==> config.mk <==
export PLATFORM = sky130hd
export DESIGN_NAME = lsb_stego_message_extractor
export DESIGN_NICKNAME = d
export VERILOG_FILES = /design/src/sv/lsbse_pkg.sv /design/src/sv/lsbse_cfg_regs.sv /design/src/sv/lsbse_in_stage.sv /design/src/sv/lsbse_parser.sv /design/src/sv/lsbse_out_stage.sv /design/src/sv/lsb_stego_message_extractor.sv
export SDC_FILE = /design/constraint.sdc
export NUM_CORES = 1
export LEC_CHECK = 0
export ABC_AREA = 1
export BUFFER_PORTS_ARGS = -buffer_cell sky130_fd_sc_hd__buf_2
export CORE_MARGIN = 2
export CORE_UTILIZATION = 40
export CTS_CLUSTER_SIZE = 28
export DETAILED_ROUTE_END_ITERATION = 10
export PLACE_DENSITY = 0.65
export SLEW_MARGIN = 10
export SYNTH_ARGS = -nofsm -noshare
export SYNTH_HDL_FRONTEND = slang
export SYNTH_SLANG_ARGS = --single-unit
export TNS_END_PERCENT = 5
==> constraint.sdc <==
create_clock -name clk -period 5.4 [get_ports clk]
set_input_delay 0.54 -clock clk [delete_from_list [all_inputs] [get_ports clk]]
set_output_delay 0.54 -clock clk [all_outputs]
set_load 0.03 [all_outputs]
==> src/sv/lsbse_pkg.sv <==
// Shared types, register indexes and result codes for the LSB stego extractor.
`timescale 1ns / 1ps

package lsbse_pkg;

  localparam int unsigned EXT_CHARS = 4;

  localparam logic [7:0] HEADER_SKIP_RST  = 8'd54;
  localparam logic [7:0] MAGIC_FIRST_RST  = 8'd35;
  localparam logic [7:0] MAGIC_SECOND_RST = 8'd42;

  localparam int unsigned CFG_AW = 4;

  localparam logic [1:0] REG_HEADER_SKIP  = 2'd0;
  localparam logic [1:0] REG_MAGIC_FIRST  = 2'd1;
  localparam logic [1:0] REG_MAGIC_SECOND = 2'd2;

  localparam logic [2:0] KIND_MISMATCH  = 3'd0;
  localparam logic [2:0] KIND_EXT_SIZE  = 3'd1;
  localparam logic [2:0] KIND_EXT_CHAR  = 3'd2;
  localparam logic [2:0] KIND_PAY_SIZE  = 3'd3;
  localparam logic [2:0] KIND_PAY_BYTE  = 3'd4;

  typedef struct packed {
    logic [7:0] image_byte;
    logic       frame_start;
  } in_item_t;

  typedef struct packed {
    logic [31:0] decoded_value;
    logic [2:0]  result_kind;
    logic        message_end;
  } out_item_t;

  typedef struct packed {
    logic [7:0] header_skip;
    logic [7:0] magic_first;
    logic [7:0] magic_second;
  } cfg_t;

  typedef struct packed {
    logic      valid;
    out_item_t item;
  } res_t;

endpackage

==> src/sv/lsbse_cfg_regs.sv <==
// APB-style configuration registers: header skip and the magic pair.
`timescale 1ns / 1ps

module lsbse_cfg_regs
  import lsbse_pkg::*;
(
  input  logic              clk,
  input  logic              rst_n,
  input  logic              psel,
  input  logic              penable,
  input  logic              pwrite,
  input  logic [CFG_AW-1:0] paddr,
  input  logic [31:0]       pwdata,
  output logic [31:0]       prdata,
  output logic              pready,
  output cfg_t              cfg
);

  cfg_t       cfg_r;
  logic       wr_en;
  logic [1:0] reg_idx;

  assign pready  = 1'b1;
  assign reg_idx = paddr[3:2];
  assign wr_en   = psel & penable & pwrite;

  always_ff @(posedge clk) begin
    if (!rst_n) begin
      cfg_r.header_skip  <= HEADER_SKIP_RST;
      cfg_r.magic_first  <= MAGIC_FIRST_RST;
      cfg_r.magic_second <= MAGIC_SECOND_RST;
    end else if (wr_en) begin
      unique case (reg_idx)
        REG_HEADER_SKIP:  cfg_r.header_skip  <= pwdata[7:0];
        REG_MAGIC_FIRST:  cfg_r.magic_first  <= pwdata[7:0];
        REG_MAGIC_SECOND: cfg_r.magic_second <= pwdata[7:0];
        default: ;
      endcase
    end
  end

  always_comb begin
    unique case (reg_idx)
      REG_HEADER_SKIP:  prdata = {24'd0, cfg_r.header_skip};
      REG_MAGIC_FIRST:  prdata = {24'd0, cfg_r.magic_first};
      REG_MAGIC_SECOND: prdata = {24'd0, cfg_r.magic_second};
      default:          prdata = 32'd0;
    endcase
  end

  assign cfg = cfg_r;

endmodule

==> src/sv/lsbse_in_stage.sv <==
// Input register: holds one accepted item until the parser takes it.
`timescale 1ns / 1ps

module lsbse_in_stage
  import lsbse_pkg::*;
(
  input  logic     clk,
  input  logic     rst_n,
  input  logic     in_valid,
  output logic     in_ready,
  input  in_item_t in_item,
  input  logic     advance,
  output logic     held_valid,
  output in_item_t held_item
);

  logic     valid_r;
  logic     valid_nxt;
  in_item_t item_r;
  logic     take;

  assign in_ready = !valid_r || advance;
  assign take     = in_valid && in_ready;

  always_comb begin
    if (take) begin
      valid_nxt = 1'b1;
    end else if (advance) begin
      valid_nxt = 1'b0;
    end else begin
      valid_nxt = valid_r;
    end
  end

  always_ff @(posedge clk) begin
    if (!rst_n) begin
      valid_r <= 1'b0;
    end else begin
      valid_r <= valid_nxt;
    end
  end

  always_ff @(posedge clk) begin
    if (take) begin
      item_r <= in_item;
    end
  end

  assign held_valid = valid_r;
  assign held_item  = item_r;

endmodule

==> src/sv/lsbse_parser.sv <==
// Frame parser: header skip, LSB gathering and the per-phase decode of one item.
`timescale 1ns / 1ps

module lsbse_parser
  import lsbse_pkg::*;
(
  input  logic     clk,
  input  logic     rst_n,
  input  logic     advance,
  input  in_item_t item,
  input  cfg_t     cfg,
  output res_t     res
);

  localparam logic [2:0] PH_HEADER  = 3'd0;
  localparam logic [2:0] PH_MAGIC   = 3'd1;
  localparam logic [2:0] PH_EXTSIZE = 3'd2;
  localparam logic [2:0] PH_EXTCHR  = 3'd3;
  localparam logic [2:0] PH_PAYSIZE = 3'd4;
  localparam logic [2:0] PH_PAYLOAD = 3'd5;
  localparam logic [2:0] PH_IDLE    = 3'd6;

  localparam logic [2:0] EXT_LAST = 3'(EXT_CHARS);

  logic [2:0]  phase_r,        phase_nxt;
  logic [7:0]  header_count_r, header_count_nxt;
  logic [4:0]  bit_count_r,    bit_count_nxt;
  logic [31:0] bit_gather_r,   bit_gather_nxt;
  logic [2:0]  char_count_r,   char_count_nxt;
  logic [7:0]  first_magic_r,  first_magic_nxt;
  logic [31:0] payload_left_r, payload_left_nxt;

  logic [31:0] gathered;
  logic [5:0]  bc_inc;
  logic        wide;
  logic        complete;
  logic [2:0]  cc_inc;
  logic [31:0] pl_dec;

  always_comb begin
    // frame_start restarts the parser on this very byte
    if (item.frame_start) begin
      phase_nxt        = PH_HEADER;
      header_count_nxt = 8'd0;
      bit_count_nxt    = 5'd0;
      bit_gather_nxt   = 32'd0;
      char_count_nxt   = 3'd0;
      first_magic_nxt  = 8'd0;
      payload_left_nxt = 32'd0;
    end else begin
      phase_nxt        = phase_r;
      header_count_nxt = header_count_r;
      bit_count_nxt    = bit_count_r;
      bit_gather_nxt   = bit_gather_r;
      char_count_nxt   = char_count_r;
      first_magic_nxt  = first_magic_r;
      payload_left_nxt = payload_left_r;
    end
    res = '0;

    if (phase_nxt == PH_HEADER) begin
      if (header_count_nxt < cfg.header_skip) begin
        header_count_nxt = header_count_nxt + 8'd1;
      end else begin
        phase_nxt = PH_MAGIC;
      end
    end

    gathered = {bit_gather_nxt[30:0], item.image_byte[0]};
    bc_inc   = {1'b0, bit_count_nxt} + 6'd1;
    wide     = (phase_nxt == PH_EXTSIZE) || (phase_nxt == PH_PAYSIZE);
    complete = wide ? (bc_inc >= 6'd32) : (bc_inc >= 6'd8);
    cc_inc   = char_count_nxt + 3'd1;
    pl_dec   = payload_left_nxt - 32'd1;

    unique case (phase_nxt)
      PH_MAGIC: begin
        bit_gather_nxt = gathered;
        bit_count_nxt  = complete ? 5'd0 : bc_inc[4:0];
        if (complete) begin
          if (char_count_nxt == 3'd0) begin
            first_magic_nxt = gathered[7:0];
            char_count_nxt  = 3'd1;
          end else begin
            char_count_nxt = 3'd0;
            if (first_magic_nxt == cfg.magic_first && gathered[7:0] == cfg.magic_second) begin
              phase_nxt = PH_EXTSIZE;
            end else begin
              phase_nxt                  = PH_IDLE;
              res.valid                  = 1'b1;
              res.item.decoded_value     = {16'd0, first_magic_nxt, gathered[7:0]};
              res.item.result_kind       = KIND_MISMATCH;
              res.item.message_end       = 1'b1;
            end
          end
        end
      end
      PH_EXTSIZE: begin
        bit_gather_nxt = gathered;
        bit_count_nxt  = complete ? 5'd0 : bc_inc[4:0];
        if (complete) begin
          phase_nxt              = PH_EXTCHR;
          char_count_nxt         = 3'd0;
          res.valid              = 1'b1;
          res.item.decoded_value = gathered;
          res.item.result_kind   = KIND_EXT_SIZE;
        end
      end
      PH_EXTCHR: begin
        bit_gather_nxt = gathered;
        bit_count_nxt  = complete ? 5'd0 : bc_inc[4:0];
        if (complete) begin
          if (cc_inc >= EXT_LAST) begin
            char_count_nxt = 3'd0;
            phase_nxt      = PH_PAYSIZE;
          end else begin
            char_count_nxt = cc_inc;
          end
          res.valid              = 1'b1;
          res.item.decoded_value = {24'd0, gathered[7:0]};
          res.item.result_kind   = KIND_EXT_CHAR;
        end
      end
      PH_PAYSIZE: begin
        bit_gather_nxt = gathered;
        bit_count_nxt  = complete ? 5'd0 : bc_inc[4:0];
        if (complete) begin
          payload_left_nxt       = gathered;
          res.valid              = 1'b1;
          res.item.decoded_value = gathered;
          res.item.result_kind   = KIND_PAY_SIZE;
          if (gathered == 32'd0) begin
            phase_nxt            = PH_IDLE;
            res.item.message_end = 1'b1;
          end else begin
            phase_nxt = PH_PAYLOAD;
          end
        end
      end
      PH_PAYLOAD: begin
        bit_gather_nxt = gathered;
        bit_count_nxt  = complete ? 5'd0 : bc_inc[4:0];
        if (complete) begin
          payload_left_nxt       = pl_dec;
          res.valid              = 1'b1;
          res.item.decoded_value = {24'd0, gathered[7:0]};
          res.item.result_kind   = KIND_PAY_BYTE;
          if (pl_dec == 32'd0) begin
            phase_nxt            = PH_IDLE;
            res.item.message_end = 1'b1;
          end
        end
      end
      // header still counting, idle, or the unused code: drop the byte
      default: ;
    endcase
  end

  always_ff @(posedge clk) begin
    if (!rst_n) begin
      phase_r        <= PH_HEADER;
      header_count_r <= 8'd0;
      bit_count_r    <= 5'd0;
      bit_gather_r   <= 32'd0;
      char_count_r   <= 3'd0;
      first_magic_r  <= 8'd0;
      payload_left_r <= 32'd0;
    end else if (advance) begin
      phase_r        <= phase_nxt;
      header_count_r <= header_count_nxt;
      bit_count_r    <= bit_count_nxt;
      bit_gather_r   <= bit_gather_nxt;
      char_count_r   <= char_count_nxt;
      first_magic_r  <= first_magic_nxt;
      payload_left_r <= payload_left_nxt;
    end
  end

endmodule

==> src/sv/lsbse_out_stage.sv <==
// Result register: holds one decoded item until the consumer takes it.
`timescale 1ns / 1ps

module lsbse_out_stage
  import lsbse_pkg::*;
(
  input  logic      clk,
  input  logic      rst_n,
  input  logic      advance,
  input  res_t      res,
  output logic      out_free,
  output logic      out_valid,
  input  logic      out_ready,
  output out_item_t out_item
);

  logic      valid_r;
  logic      valid_nxt;
  out_item_t item_r;
  logic      load;

  assign load     = advance && res.valid;
  assign out_free = !valid_r || out_ready;

  always_comb begin
    if (load) begin
      valid_nxt = 1'b1;
    end else if (out_ready) begin
      valid_nxt = 1'b0;
    end else begin
      valid_nxt = valid_r;
    end
  end

  always_ff @(posedge clk) begin
    if (!rst_n) begin
      valid_r <= 1'b0;
    end else begin
      valid_r <= valid_nxt;
    end
  end

  always_ff @(posedge clk) begin
    if (load) begin
      item_r <= res.item;
    end
  end

  assign out_valid = valid_r;
  assign out_item  = item_r;

endmodule

==> src/sv/lsb_stego_message_extractor.sv <==
// Top level of the LSB stego message extractor.
// Streams an image file one byte per item, skips header_skip bytes, then
// rebuilds hidden characters and 32-bit sizes from the byte LSBs (MSB first),
// checks the two magic characters (a mismatch result if they differ) and emits
// extension size, extension characters, payload size and payload bytes;
// message_end marks the last result of a frame. One item is accepted per cycle;
// the held item is decoded and any result is loaded into the result register as
// that item advances. The single-pass parse step between the input and result
// registers sets that rate; the pipe only stalls while out_ready low holds a result.
`timescale 1ns / 1ps

module lsb_stego_message_extractor
  import lsbse_pkg::*;
(
  input  logic              clk,
  input  logic              rst_n,
  input  logic              in_valid,
  output logic              in_ready,
  input  in_item_t          in_item,
  output logic              out_valid,
  input  logic              out_ready,
  output out_item_t         out_item,
  input  logic              psel,
  input  logic              penable,
  input  logic              pwrite,
  input  logic [CFG_AW-1:0] paddr,
  input  logic [31:0]       pwdata,
  output logic [31:0]       prdata,
  output logic              pready
);

  cfg_t     cfg;
  logic     held_valid;
  in_item_t held_item;
  logic     out_free;
  logic     advance;
  res_t     res;

  assign advance = held_valid && out_free;

  lsbse_cfg_regs u_cfg (
    .clk     (clk),
    .rst_n   (rst_n),
    .psel    (psel),
    .penable (penable),
    .pwrite  (pwrite),
    .paddr   (paddr),
    .pwdata  (pwdata),
    .prdata  (prdata),
    .pready  (pready),
    .cfg     (cfg)
  );

  lsbse_in_stage u_in (
    .clk        (clk),
    .rst_n      (rst_n),
    .in_valid   (in_valid),
    .in_ready   (in_ready),
    .in_item    (in_item),
    .advance    (advance),
    .held_valid (held_valid),
    .held_item  (held_item)
  );

  lsbse_parser u_parser (
    .clk     (clk),
    .rst_n   (rst_n),
    .advance (advance),
    .item    (held_item),
    .cfg     (cfg),
    .res     (res)
  );

  lsbse_out_stage u_out (
    .clk       (clk),
    .rst_n     (rst_n),
    .advance   (advance),
    .res       (res),
    .out_free  (out_free),
    .out_valid (out_valid),
    .out_ready (out_ready),
    .out_item  (out_item)
  );

endmodule

Word level (Yosys, flattened, before mapping). Index checks and enable logic that the tools add are counted.

Add/sub/neg operators: 4. Magnitude comparators: 4. Equality and inequality tests: 9. Muxes and demuxes: 54. Bitwise operators: 2. Reductions and logical operators: 20.

Operators with widths (number): $mux W37 (5); $pmux W36 S5 (1); $mux W32 (3); $mux W36 (2); $logic_not A32 Y1 (2); $pmux W32 S2 (1); $mux W31 (2); $mux W8 (7); $mux W3 (17); $sub A32 B1 Y32 const B (1); $pmux W8 S3 (1); $eq A8 B8 Y1 (2); $mux W5 (3); $pmux W3 S5 (1); $pmux W3 S3 (1); $add A8 B1 Y8 const B (1); $lt A8 B8 Y1 (1); $mux W1 (8); $add A5 B1 Y6 const B (1); $eq A3 B2 Y1 const B (2); $eq A3 B3 Y1 const B (2); $ge A6 B4 Y1 const B (1); $ge A6 B6 Y1 const B (1); $logic_not A3 Y1 (2); other kinds (15) (25).

Flip-flop bits (word level): 154. Input bits: 52. Output and inout port bits: 71. Logic and storage cells: 110.

Logic depth before layout (Yosys ltp).
Word-level depth: 11. Mapped depth: 22. Gate-level depth less buffers: 18.

Hierarchy. From an unflattened synthesis, not the netlist that was laid out.

Cell total of the unflattened synthesis: 1593. Area total of the unflattened synthesis: 10480.1 µm².

By module, submodules not included: lsbse_parser (instances 1, cells each 1333, area each 7669.9 µm², sequential area each 1801.7 µm²); lsbse_cfg_regs (instances 1, cells each 199, area each 1350.0 µm², sequential area each 480.5 µm²); lsbse_out_stage (instances 1, cells each 43, area each 1131.1 µm², sequential area each 1101.1 µm²); lsbse_in_stage (instances 1, cells each 16, area each 321.6 µm², sequential area each 290.3 µm²); lsb_stego_message_extractor (instances 1, cells each 2, area each 7.5 µm², sequential area each 0.0 µm²).

Worst setup path after synthesis. No wires, ideal clock.

Path kind: reg-to-reg. Start point: reg u_in.item_r (netlist bit u_in.held_item[0]). End point: reg u_out.item_r (netlist bit u_out.out_item[0]) (enable). Setup time: 0.391 ns. Arrival: 2.889 ns. Data required time: 5.009 ns. Slack: 2.120 ns. Cell stages (with the launch flop): 17. Path buffers: 3. Clock period less this slack: 3.280 ns. Cells stage by stage: edfxtp_1 buf_6 buf_2 buf_1 nor2_1 ha_1 xor2_1 nand4_1 nand3_1 nand2_2 inv_2 nand3_1 nor2_1 inv_1 o21ai_1 nand2_1 inv_1.

Cells in the longest elaborated chain, start to end: 10. Elaborated cells between the ends (all ways): 33. Classes of those cells: add/sub: 1; order compare: 3; eq/ne: 7; mux: 17; reduce/logical: 5.

RTL lines: start: declaration (line lsbse_in_stage.sv:19) `in_item_t item_r;`; start signal: assignment (line lsbse_in_stage.sv:45) `item_r <= in_item;`; $mux W8 (line lsbse_parser.sv:42) `if (item.frame_start) begin`; $lt A8 B8 Y1 (line lsbse_parser.sv:62) `if (header_count_nxt < cfg.header_skip) begin`; $mux W3 (line lsbse_parser.sv:62); $mux W3 (line lsbse_parser.sv:61) `if (phase_nxt == PH_HEADER) begin`; $eq A3 B2 Y1 / $eq A3 B3 Y1 (equally long branches) (line lsbse_parser.sv:71, lsbse_parser.sv:76); $logic_or A1 B1 Y1 (line lsbse_parser.sv:71) `wide = (phase_nxt == PH_EXTSIZE) || (phase_nxt == PH_PAYSIZE);`; $mux W1 (line lsbse_parser.sv:72) `complete = wide ? (bc_inc >= 6'd32) : (bc_inc >= 6'd8);`; $mux W37, or another cell as far along (line lsbse_parser.sv:143) `if (complete) begin`; $pmux W36 S5 * (line lsbse_parser.sv:76) `unique case (phase_nxt)`; $logic_and A1 B1 Y1 * (line lsbse_out_stage.sv:22) `assign load = advance && res.valid;`; via u_out.load (line lsbse_out_stage.sv:20) `logic load;`; end signal: assignment (line lsbse_out_stage.sv:45) `item_r <= res.item;`; end: declaration (line lsbse_out_stage.sv:19) `out_item_t item_r;`.

The timed path passes the listed nets; every way through them passes the cells marked *. A chain may end at the register's enable or synchronous reset.

Worst setup path in the final report.
Start point: reg u_in.item_r (netlist bit u_in.held_item[0]). End point: reg u_parser.first_magic_r[5].

Cells in the longest elaborated chain, start to end: 9. Elaborated cells between the ends (all ways): 22. Classes of those cells: add/sub: 1; order compare: 3; eq/ne: 3; mux: 12; reduce/logical: 3.

RTL lines: $mux W8 (line lsbse_parser.sv:42); $lt A8 B8 Y1 (line lsbse_parser.sv:62); $mux W3 (line lsbse_parser.sv:62); $mux W3 (line lsbse_parser.sv:61); $eq A3 B2 Y1 / $eq A3 B3 Y1 (equally long branches) (line lsbse_parser.sv:71); $logic_or A1 B1 Y1 (line lsbse_parser.sv:71); $mux W1 (line lsbse_parser.sv:72); $mux W8 (line lsbse_parser.sv:80) `if (complete) begin`; $mux W8 * (line lsbse_parser.sv:76); end signal: assignment (line lsbse_parser.sv:174) `first_magic_r <= first_magic_nxt;`; end: declaration (line lsbse_parser.sv:30) `logic [7:0] first_magic_r, first_magic_nxt;`.

Mark *: on every way between the ends. The rest lies on a longest branch, timed or not.

==> out/results.ini <==
[run_status]
status = finished, final reports clean

[timing]
hold_violations = 0
postLayoutSetupSlackWorst_ps = 1080
fin_hold_ws_ps = 280
slew-limit-headroom_pct = 27.4
fin_crit_ps = 4320
timing_max_transition_violations_final = 0
rsz_0062_raised_after_global_routing = false
report.final.setup_viol = 0
period_utilization_pct = 80.0
finalSetupTns_ps = 0
finClkSkew_ps = 9.85
worst_slew_pin_slew_ps = 1090
fmaxAchievable_mhz = 231

[synthesis]
synth-adder-area-share_pct = 1.76
synth.distinct_cells = 42
xor_xnor_share_of_the_synthesized_area_pct = 1.67
cell_area_after_technology_mapping_mm2 = 0.00996
synth-simple-area-share_pct = 29.4
yosys-top-cells-area = sky130_fd_sc_hd__dfxtp_1 23%, sky130_fd_sc_hd__nand2_1 14%, sky130_fd_sc_hd__edfxtp_1 11%
compound_cell_area_share_of_the_yosys_netlist_pct = 20.1
synth_top_family_by_area = simple AND/OR/NAND/NOR gates
synth.avg_cell_area_um2 = 6.59
yosys_most_used_dff = sky130_fd_sc_hd__dfxtp_1
ys_ff_latch = 154
synth_sequential_area_ratio_pct = 34.8
synthesis.yosys.warnings = 0
synth_top_cells_by_count = 376 x sky130_fd_sc_hd__nand2_1, 164 x sky130_fd_sc_hd__inv_1, 147 x sky130_fd_sc_hd__nor2_1, 143 x sky130_fd_sc_hd__o21ai_0, 120 x sky130_fd_sc_hd__a21oi_1
synth_largest_type_area_fraction_pct = 23.3
yosys-mux-area-fraction_pct = 0
leading_area_contributor_after_synthesis = sky130_fd_sc_hd__dfxtp_1
postSynth.asyncResetShare_pct = 0
syn_inst = 1512
edff_count_synth = 38
synth_most_common_cell = sky130_fd_sc_hd__nand2_1

[clock_tree]
insertion_delay_ps = 430
cts_htree_levels = 4
cts_tree = yes
ctsHoldBuffers = 0
clkTransAtPathRegs_ps = 60
numCtsBuffers = 17
cts_max_path_buffers = 2
tritoncts_num_sinks = 154
cts.repair_timing.setup_buffer_count = 0
cts_resized = 0
clockRootBuffer = sky130_fd_sc_hd__clkbuf_16

[pwr]
power_per_cell_area_mw_per_mm2 = 268
power_leakage_nw = 4.81
peakVddDrop_uv = 203

[layout]
final_cell_count_no_fill = 1864
layout.cell_area.non_filler_mm2 = 0.0109
post_synthesis_to_final_layout_area_growth_pct = 8.98
antenna-diode-count = 0
post_route_cells_drive_above_1_share_pct = 9.87
net_count_reported_at_finish = 1594

[placed_design]
placedCellCount = 1833
dp_hpwl_mm = 19.4
buffer_ports.inserted = 64
gpl.final_weighted_congestion = 0.904
post_place_setup_slack_ps = 1100
dpl_cell_area_mm2 = 0.0103

[routing]
vias = 9964
dr.first_iter.drc_count = 1133
firstDrtPassIters = 6
vias_per_cell = 5.35
drt.antenna.violating_nets = 0
routedWlPerCell_um = 15.2
routed_wirelength_mm = 28.4
post-route-drc-count = 0

[hold_path]
min-delay-start = in_item[0]
hp-class = input port to flip-flop

[global_routing]
grt_pass1_wl_mm = 46.3
antenna_found_initial = 0
first_global_vias = 9058
largest_net_degree_at_the_start_of_global_routing = 77
overall_overflow_remaining_after_global_route = 0
grt.total_usage_pct = 21.7

[worst_setup_path]
timing.critical_path.required_ps = 5720
arrival_ps = 4650
worst_setup_path_startpoint = u_in.held_item[0]$_DFFE_PP_
worstReg2RegStart = u_in.held_item[0]$_DFFE_PP_
crit_path_start_kind = flip-flop
critPathKind = flip-flop to flip-flop
slowest_stage_cell_cp = sky130_fd_sc_hd__nand2_2
critical_path_peak_fanout = 72
delay_of_the_slowest_critical_path_stage_ps = 690
rrSetupSlack_ps = 1080
crit_path_cell_trace = buf_4 -> nor2_2 -> nand3_1 -> nand2_2 -> inv_2 -> nand3_1 -> nand2_2 -> inv_2 -> buf_4 -> nand4_1 -> inv_1 -> nor2_1 -> o21ai_0 -> inv_1
critical_path.endpoint_type = flip-flop

[floorplanning]
ios = 123
die_area_mm2 = 0.0262
die_y_um = 162
start_util_pct = 40.8
fp-row-count = 57
horizontal_extent_of_the_die_um = 162
core_area_mm2 = 0.0244

[flow_run]
timing.max_cap.violations = 0

## critical path, delay by kind of cell (launching register included)
family / cells / cell delay [ps]
flip-flops: 1 / 380
AND/OR/NAND/NOR: 7 / 2280
AO/OA/AOI/OAI: 1 / 160
buffers and inverters: 6 / 1360
## worst paths after layout
path,end,cells after the start
worst max register to register,u_parser.first_magic_r[5]$_SDFFE_PN0P_,14
worst min register to register,u_parser.bit_gather_r[11]$_SDFFE_PN0P_,2
worst min-delay path,u_in.held_item[0]$_DFFE_PP_,1
worst max-delay path,u_parser.first_magic_r[5]$_SDFFE_PN0P_,14
## cells in the final DEF (no fill, tap or decap), types with 25 or more instances in the layout
master,Yosys,routed
sky130_fd_sc_hd__edfxtp_1,38,38
sky130_fd_sc_hd__o211ai_1,28,28
sky130_fd_sc_hd__o21ai_0,143,143
sky130_fd_sc_hd__a21oi_1,120,120
sky130_fd_sc_hd__nand2_1,376,375
sky130_fd_sc_hd__conb_1,2,25
sky130_fd_sc_hd__nor3_1,26,26
sky130_fd_sc_hd__nand3_1,83,83
sky130_fd_sc_hd__inv_1,164,163
sky130_fd_sc_hd__nand4_1,25,25
sky130_fd_sc_hd__dfxtp_1,116,116
sky130_fd_sc_hd__buf_2,19,64
sky130_fd_sc_hd__nor2_1,147,147
## registers in the layout, indices dropped and copies added, names as in the netlist
name,count
u_cfg.cfg,24
u_in.held_item,2
u_in.held_valid,1
u_out.out_item,36
u_out.out_valid,1
u_parser.bit_count_r,5
u_parser.bit_gather_r,31
u_parser.char_count_r,3
u_parser.first_magic_r,8
u_parser.header_count_r,8
u_parser.payload_left_r,32
u_parser.phase_r,3
## routing by layer
metal	global-route usage (%)	up-vias	part of all wire [%]
li1	-	4986	-
met1	30.1	4584	46
met2	35.3	354	45
met3	3.27	40	5.9
met4	6.15	0	2.2
met5	0	-	0
## cell type report
class,count,area (um2)
timing repair buffer,75,403
multi-input combinational,1106,5370
tap,324,405
clock buffer,20,472
fill,2546,13500
inverter,174,658
sequential,154,3460
clock inverter,11,86.3
## through the flow
stage | total power, mW | utilization (%)
floorplan | 1.67 | -
global placement | 1.76 | 42.2
detailed placement | 1.77 | 42.2
CTS | 2.92 | 44.5
global route | 3.04 | 44.5
finish | 2.91 | 44.5
## report_power, final
| group | leakage (nW) | internal (mW) | switching, mW |
|---|---|---|---|
| logic | 3.32 | 0.139 | 0.381 |
| registers | 1.21 | 1.21 | 0.0267 |
| clock network | 0.277 | 0.637 | 0.515 |
## logic make-up after synthesis
group / Yosys count
other: 2
DFF: 154
and+or+nand+nor: 694
xor gates and xnor gates: 19
buffers and inverters: 275
AOI/OAI and AO/OA: 354
adders and majority gates: 14
No activity file was read; power rests on OpenSTA's default activity.
